## src/sv/ptds_pkg.sv

```systemverilog
// shared types and constants of the periodic task due scheduler
package ptds_pkg;

  localparam int unsigned NumHwSlots = 4;
  localparam int unsigned TimeW      = 32;
  localparam int unsigned ActiveW    = 3;
  localparam int unsigned CfgIdxW    = 3;

  typedef enum logic [CfgIdxW-1:0] {
    CFG_ACTIVE  = 3'd0,
    CFG_PERIOD0 = 3'd1,
    CFG_PERIOD1 = 3'd2,
    CFG_PERIOD2 = 3'd3,
    CFG_PERIOD3 = 3'd4
  } cfg_idx_e;

  typedef logic [TimeW-1:0] time_ms_t;

  typedef struct packed {
    logic enable;
    logic advance;
  } slot_ctrl_t;

endpackage

```

## src/sv/ptds_slot.sv

```systemverilog
// one task slot: last-run register and due check
module ptds_slot (
  input  logic                clk_i,
  input  logic                rst_ni,
  input  ptds_pkg::slot_ctrl_t ctrl_i,
  input  ptds_pkg::time_ms_t  period_i,
  input  ptds_pkg::time_ms_t  now_i,
  output logic                fire_o
);
  import ptds_pkg::*;

  time_ms_t last_run_q;
  time_ms_t last_run_d;
  time_ms_t due_at;

  // sum wraps modulo 2^32
  assign due_at = last_run_q + period_i;
  assign fire_o = ctrl_i.enable && ((last_run_q == '0) || (due_at <= now_i));

  always_comb begin
    last_run_d = last_run_q;
    if (ctrl_i.advance && fire_o) begin
      last_run_d = now_i;
    end
  end

  always_ff @(posedge clk_i or negedge rst_ni) begin
    if (!rst_ni) begin
      last_run_q <= '0;
    end else begin
      last_run_q <= last_run_d;
    end
  end

endmodule

```

## src/sv/periodic_task_due_scheduler_top.sv

```systemverilog
// top level of the periodic task due scheduler
// One request per scheduler pass carries now_ms; one fire_mask comes back per request, in order.
// A request is accepted every cycle when the result side keeps up; the input register loads at
// acceptance and the result register loads from it once the result side can take it, which
// makes fire_mask valid. Each active slot fires
// when its last-run time is zero or last-run plus period (wrapping at 32 bits) is at or below
// now_ms, and then stores now_ms. Slots at or above active_tasks (capped at TASK_SLOTS) never
// fire. Write configuration only while no request is in flight.
module periodic_task_due_scheduler_top #(
  parameter int unsigned TASK_SLOTS = 4
) (
  input  logic                             clk_i,
  input  logic                             rst_ni,
  input  logic                             cfg_we_i,
  input  logic [ptds_pkg::CfgIdxW-1:0]     cfg_index_i,
  input  logic [ptds_pkg::TimeW-1:0]       cfg_wdata_i,
  input  logic                             in_valid_i,
  output logic                             in_ready_o,
  input  logic [ptds_pkg::TimeW-1:0]       now_ms_i,
  output logic                             out_valid_o,
  input  logic                             out_ready_i,
  output logic [ptds_pkg::NumHwSlots-1:0]  fire_mask_o
);
  import ptds_pkg::*;

  logic [ActiveW-1:0]    active_q;
  time_ms_t              period_q [TASK_SLOTS];
  logic                  in_valid_q;
  time_ms_t              now_q;
  logic                  out_valid_q;
  logic [NumHwSlots-1:0] mask_q;
  logic [NumHwSlots-1:0] mask_d;
  logic                  advance;

  assign advance    = in_valid_q && (!out_valid_q || out_ready_i);
  assign in_ready_o = !in_valid_q || advance;

  // active slot count register
  always_ff @(posedge clk_i or negedge rst_ni) begin
    if (!rst_ni) begin
      active_q <= '0;
    end else if (cfg_we_i && (cfg_index_i == CFG_ACTIVE)) begin
      active_q <= cfg_wdata_i[ActiveW-1:0];
    end
  end

  for (genvar i = 0; i < NumHwSlots; i++) begin : g_slot
    if (i < TASK_SLOTS) begin : g_used
      slot_ctrl_t ctrl;
      logic       fire;

      always_ff @(posedge clk_i or negedge rst_ni) begin
        if (!rst_ni) begin
          period_q[i] <= '0;
        end else if (cfg_we_i &&
                     (cfg_index_i == (CfgIdxW'(CFG_PERIOD0) + CfgIdxW'(i)))) begin
          period_q[i] <= cfg_wdata_i;
        end
      end

      assign ctrl.enable  = (active_q > ActiveW'(i));
      assign ctrl.advance = advance;

      ptds_slot u_slot (
        .clk_i    (clk_i),
        .rst_ni   (rst_ni),
        .ctrl_i   (ctrl),
        .period_i (period_q[i]),
        .now_i    (now_q),
        .fire_o   (fire)
      );

      assign mask_d[i] = fire;
    end else begin : g_unused
      assign mask_d[i] = 1'b0;
    end
  end

  // input and result registers
  always_ff @(posedge clk_i or negedge rst_ni) begin
    if (!rst_ni) begin
      in_valid_q  <= 1'b0;
      out_valid_q <= 1'b0;
    end else begin
      if (in_ready_o) begin
        in_valid_q <= in_valid_i;
      end
      if (advance) begin
        out_valid_q <= 1'b1;
      end else if (out_ready_i) begin
        out_valid_q <= 1'b0;
      end
    end
  end

  always_ff @(posedge clk_i) begin
    if (in_valid_i && in_ready_o) begin
      now_q <= now_ms_i;
    end
    if (advance) begin
      mask_q <= mask_d;
    end
  end

  assign out_valid_o = out_valid_q;
  assign fire_mask_o = mask_q;

endmodule

```

## config.mk

```make
export PLATFORM = sky130hd
export DESIGN_NAME = periodic_task_due_scheduler_top
export DESIGN_NICKNAME = d
export VERILOG_FILES = /design/src/sv/ptds_pkg.sv /design/src/sv/ptds_slot.sv /design/src/sv/periodic_task_due_scheduler_top.sv
export SDC_FILE = /design/constraint.sdc
export NUM_CORES = 1
export LEC_CHECK = 0
export BUFFER_PORTS_ARGS = -buffer_cell sky130_fd_sc_hd__buf_2
export CAP_MARGIN = 20
export CORE_UTILIZATION = 45
export DETAILED_ROUTE_END_ITERATION = 7
export GPL_ROUTABILITY_DRIVEN = 1
export GPL_TIMING_DRIVEN = 0
export PLACE_DENSITY = 0.61
export SLEW_MARGIN = 20
export SYNTH_ARGS = -nofsm -noshare
export SYNTH_HDL_FRONTEND = slang
export SYNTH_SLANG_ARGS = --single-unit
export TNS_END_PERCENT = 30
```

## constraint.sdc

```tcl
create_clock -name clk_i -period 11.9 [get_ports clk_i]
set_clock_uncertainty 0.15 [all_clocks]
set_input_delay 1.785 -clock clk_i [delete_from_list [all_inputs] [get_ports clk_i]]
set_output_delay 1.785 -clock clk_i [all_outputs]
set_load 0.01 [all_outputs]
```

# == After elaboration in Yosys (flattened, before gate mapping) ==
# Cells that the tools add are included.
# W data, S select, Z words.
# word_totals
register_bits,297
latch_bits,0
ram_bits,0
rom_bits,0
inputBits,72
out_inout_bits,6
wordCells,60
n_memories,0
# classes
n_addsub,4
n_mul,0
n_div,0
n_lt_le_gt_ge,8
n_eq_ne,4
n_shift,0
mux,2
n_bitwise,0
reduce_logical,29
# ops
op,n
$add A32 B32 Y32,4
$le A32 B32 Y1,4
$logic_not A32 Y1,4
$logic_and A1 B1 Y1,15
$eq A3 B2 Y1 const B,2
$gt A3 B1 Y1 const B,2
$gt A3 B2 Y1 const B,2
$logic_or A1 B1 Y1,6
$eq A3 B1 Y1 const B,1
$eq A3 B3 Y1 const B,1
$logic_not A3 Y1,1
$logic_not A1 Y1,2
$mux W1,2
$reduce_bool A2 Y1,1

# == Depth between registers and ports, before layout ==
# depth
ltp_word,5
mapped_depth,21
mapped_depth_nobuf,20

# == By module ==
# A second synthesis with hierarchy kept.
# hier_totals
hier_cells,2026
area_unflattened_um2,21237.9
# by_module_without_submodules
mod,instances,cells_each,area_per_inst_um2,seq_area_each_um2
ptds_slot (g_slot[0].g_used.u_slot ...),2,422,3667.3,800.8
periodic_task_due_scheduler_top,1,330,6281.0,4409.2
ptds_slot (g_slot[3].g_used.u_slot),1,423,3841.2,800.8
ptds_slot (g_slot[1].g_used.u_slot),1,429,3781.1,800.8

# == Least setup slack after synthesis ==
# OpenSTA, ideal clock, no wires.
# synth_path
path_type,flip-flop to flip-flop
startpoint,reg g_slot[0].g_used.u_slot.last_run_q[12]
endpoint,reg g_slot[0].g_used.u_slot.last_run_q[22]
setup_time_ns,0.125
arrival_time_ns,4.750
required_ns,11.625
slack_ns,6.875
path_stages_with_launch,18
n_path_buf,1
period_less_slack_ns,5.025
cell_sequence,dfrtp_1 -> ha_1 -> a21o_1 -> a211o_1 -> a21oi_2 -> nand3_2 -> a221o_2 -> a311o_1 -> or4b_1 -> and3_1 -> ha_1 -> nand4_1 -> or3_1 -> nor2_1 -> a21oi_1 -> o221ai_1 -> clkbuf_1 -> mux2_2
# synth_via
elab_chain_cells,5
elab_cells_between_ends,6
cone_classes,add/sub (1); order compare (1); reduce/logical (4)
# synth_rtl
element,line,source
start: declaration,ptds_slot.sv:12,time_ms_t last_run_q;
start signal: assignment,ptds_slot.sv:31,last_run_q <= last_run_d;
$add A32 B32 Y32,ptds_slot.sv:17,assign due_at = last_run_q + period_i;
$le A32 B32 Y1,ptds_slot.sv:18,assign fire_o = ctrl_i.enable && ((last_run_q == '0) || (due_at <= now_i));
$logic_or A1 B1 Y1 (*),ptds_slot.sv:18,
$logic_and A1 B1 Y1 (*),ptds_slot.sv:18,
$logic_and A1 B1 Y1 (*),ptds_slot.sv:22,if (ctrl_i.advance && fire_o) begin
# Every way passes the cells marked *; elsewhere a longest branch is shown, timed or not.
# A chain may end at the register's enable or synchronous reset.

# == Worst setup path in the final report ==
# layout_path
startpoint,reg g_slot[2].g_used.u_slot.last_run_q[1]
endpoint,reg g_slot[2].g_used.u_slot.last_run_q[18]
# layout_via
elab_chain_cells,5
elab_cells_between_ends,6
cone_classes,add/sub (1); order compare (1); reduce/logical (4)
# layout_rtl
element,line
start: declaration,ptds_slot.sv:12
start signal: assignment,ptds_slot.sv:31
$add A32 B32 Y32,ptds_slot.sv:17
$le A32 B32 Y1,ptds_slot.sv:18
$logic_or A1 B1 Y1 (*),ptds_slot.sv:18
$logic_and A1 B1 Y1 (*),ptds_slot.sv:18
$logic_and A1 B1 Y1 (*),ptds_slot.sv:22
# Marks and branches as above.

==> results.cfg <==
[global_route]
antenna_found_initial = 0
grt_pass1_vias = 15000
grt_pass1_wl_um = 90700
grt_max_degree = 94
track_usage_pct = 26.8
grt_overflow = 0

[cells_and_area]
antennaDiodeCount = 0
fillers = 4083
syn_to_final_growth_pct = 12.2
final_common_cell = dfrtp_1
nNetsFinal = 2304
drive_gt1_share_pct = 20.4
fin_area_um2 = 22500
final_cell_mix = dfrtp_1, mux2_2, ha_1, a21oi_1, a21o_1

[worst_hold_path]
min_path_type = reg -> reg
hold_path.startpoint = in_valid_q
min_to = out_valid_o
min_delay_path_depth = 1

[critical_path]
crit_path_cell_trace = ha_1 -> a211oi_1 -> o21ai_0 -> o211a_1 -> o21ai_0 -> o31ai_1 -> a21o_1 -> o41ai_1 -> xnor2_1 -> ha_1 -> a21o_1 -> a21o_1 -> a21oi_1 -> o21ai_0 -> a21oi_1 -> o31ai_1 -> a211oi_1 -> buf_2 -> mux2_2
r2r_start = g_slot[2].g_used.u_slot.last_run_q[1]
cp.required_ns = 12.18
slowest_stage = o21ai_0
arrival_ns = 7.54
rrSetupSlack_ns = 4.64
worstSetupStartpointType = flip-flop
reg2reg_to = g_slot[2].g_used.u_slot.last_run_q[18]
crit_fanout = 10
endpoint_kind = flip-flop
slowest_delay_ns = 1.00
crit_type = reg -> reg
reg2reg_depth = 19

[clock_tree]
cts_inserted_buffers = 37
cts_resized = 0
hold_buffers = 0
cts_tree = done
clk_pin_slew_worst_paths_ns = 0.06
h-tree-depth = 2
insertion_delay_ns = 0.56
cts.path.max_buffers = 3
cts_setup_buffers = 0
root_buffer = clkbuf_16
cts_sinks = 297

[sta]
min_period_over_period_pct = 61.0
period_minus_slack_ns = 7.26
fmax_ghz = 0.138
setup_viol = 0
grt_setup_unrepaired = no
hold_violations = 0
setup-tns-final_ns = 0
slew_violations = 0
tightest_slew_ns = 1.25
slew_headroom_pct = 15.8

[detailed_routing]
routed-via-count = 15400
viasPerCell = 5.92
drc = 0
drt_pass1_iterations = 7
antenna_left = 0
wl_per_cell_um = 22.9
first_iter_violations = 1109
wl_met3_um = 3190
top_layer = met4
drt-met1-wl_um = 28400
wl_um = 59500
wl_met2_um = 26200

[yosys]
ys_types = 71
async_flop_share_pct = 87.9
ys_seq_elements = 297
synth_edf_count = 36
synthFlopType = dfrtp_1
syn-num-nets = 2185
syn_inst = 1857
yosys_warnings = 0
synth_area_per_cell_um2 = 10.8
netlist_area_um2 = 20100
yosysSeqAreaShare_pct = 37.9

[floorplanning]
core-area_um2 = 44100
num_rows = 77
start_util_pct = 45.5
dieWidth_um = 213
io-pin-count = 78
dieArea_um2 = 45500
die_y_um = 213

[place]
gp_congestion = 0.951
io_buffers = 77
postPlaceCellArea_um2 = 21300
dp_hpwl_um = 46400

[pwr]
vdd_drop_max_mv = 0.122
powerDensity_nw_per_um2 = 324
leakage_uw = 0.0103

[job]
maxCapViolCount = 0

[outcome]
status = complete, no violations
-- Yosys cell counts (3+ instances only) --
library cell | n | area, µm²
dfrtp_1 | 261 | 6530
mux2_2 | 253 | 2850
ha_1 | 252 | 3150
a21oi_1 | 125 | 626
a21o_1 | 95 | 713
inv_1 | 82 | 308
nor2_1 | 82 | 308
o21ai_0 | 74 | 370
xnor2_1 | 71 | 622
nand2_1 | 55 | 206
nand4_1 | 49 | 307
nor4_1 | 37 | 231
edfxtp_1 | 36 | 1080
o21a_1 | 34 | 255
nor3_1 | 33 | 165
xor2_1 | 32 | 280
clkbuf_1 | 29 | 109
nor2b_1 | 29 | 181
nand2b_1 | 19 | 119
a211oi_1 | 17 | 128
nand3_1 | 17 | 85.1
o211ai_1 | 16 | 120
and3_1 | 13 | 81.3
o21bai_1 | 11 | 82.6
and4_1 | 10 | 87.6
nand3b_1 | 7 | 52.6
o41ai_1 | 7 | 61.3
or3_1 | 7 | 43.8
a211o_1 | 6 | 52.6
a21boi_0 | 6 | 45.0
a31oi_1 | 6 | 37.5
and2_1 | 5 | 31.3
a221o_1 | 4 | 40.0
fa_1 | 4 | 80.1
mux2i_1 | 4 | 40.0
o221ai_1 | 4 | 35.0
o22ai_1 | 4 | 25.0
o31a_1 | 4 | 35.0
o31ai_1 | 4 | 30.0
a2111oi_0 | 3 | 26.3
buf_2 | 3 | 15.0
o221a_2 | 3 | 33.8
o311ai_0 | 3 | 26.3
or4_1 | 3 | 22.5
-- sequential cells by signal (all words and copies together), names as in the netlist --
register,count
active_q,3
fire_mask_o,4
out_valid_o,1
now_q,32
in_valid_q,1
g_slot.g_used.u_slot.last_run_q,128
period_q,128
-- worst max-delay path by stage --
stage / cells past startpoint / startpoint / end / slack, ns
3_5_place_dp: 19 / g_slot[2].g_used.u_slot.last_run_q[1] / g_slot[2].g_used.u_slot.last_run_q[29] / 4.89
4_1_cts: 19 / g_slot[2].g_used.u_slot.last_run_q[1] / g_slot[2].g_used.u_slot.last_run_q[18] / 4.89
3_3_place_gp: 1 / rst_ni / period_q[125] / 4.01
2_1_floorplan: 17 / g_slot[0].g_used.u_slot.last_run_q[12] / g_slot[0].g_used.u_slot.last_run_q[22] / 6.88
5_1_grt: 19 / g_slot[0].g_used.u_slot.last_run_q[0] / g_slot[0].g_used.u_slot.last_run_q[17] / 4.49
6_report: 19 / g_slot[2].g_used.u_slot.last_run_q[1] / g_slot[2].g_used.u_slot.last_run_q[18] / 4.64
-- power breakdown --
group | internal [µW] | switching (µW) | total [µW]
sequential | 1380 | 322 | 1700
clock | 673 | 466 | 1140
combinational | 2030 | 2440 | 4460
-- cells by family (layout without fill, tap and decap cells) --
kind of cell / after synthesis / in the layout / synth area share, %
compound gates: 449 / 449 / 14.7
simple gates: 381 / 381 / 10.2
flops: 297 / 297 / 37.9
mux: 257 / 257 / 14.4
fa+ha+maj: 256 / 256 / 16.1
buf+inv: 114 / 262 / 2.15
xor+xnor: 103 / 103 / 4.49
-- routing by layer --
layer  global-route usage (%)  up-vias
met5                        0        -
met4                     8.62        0
met3                     3.79       84
met2                     41.6      399
met1                     38.4     7621
li1                         -     7264
-- worst max-delay path: cells and delay by family (launching register included) --
kind,cells,cell delay [ns]
buffers and inverters,1,0.54
AO/OA/AOI/OAI,14,4.86
flip-flops,1,0.40
multiplexers,1,0.38
XOR/XNOR,1,0.19
adder cells (fa/ha/maj),2,0.60
-- through the flow --
| step | utilization [%] | total power (µW) | setup slack (ns) | instances | hold slack (ns) |
|---|---|---|---|---|---|
| floorplan | - | 4930 | 6.88 | 1857 | 0.307 |
| global placement | 48.1 | 5950 | 4.01 | 2526 | 0.318 |
| detailed placement | 48.3 | 6100 | 4.89 | 2529 | 0.338 |
| CTS | 51.0 | 7270 | 4.89 | 2597 | 0.345 |
| global route | 51.0 | 7890 | 4.49 | 2597 | 0.370 |
| finish | 51.0 | 7310 | 4.64 | 2597 | 0.343 |
-- area by class of cell --
cell class	count	area [µm²]	area share [%]
inverters	82	308	1.37
clock inverters	14	111	0.494
plain buffers	32	124	0.550
repair buffers	80	478	2.12
clock buffers	54	1110	4.94
well taps	592	741	3.29
multi-input cells	1446	12000	53.4
flip-flops and latches	297	7610	33.8
Power figures use the tool's default switching activity.
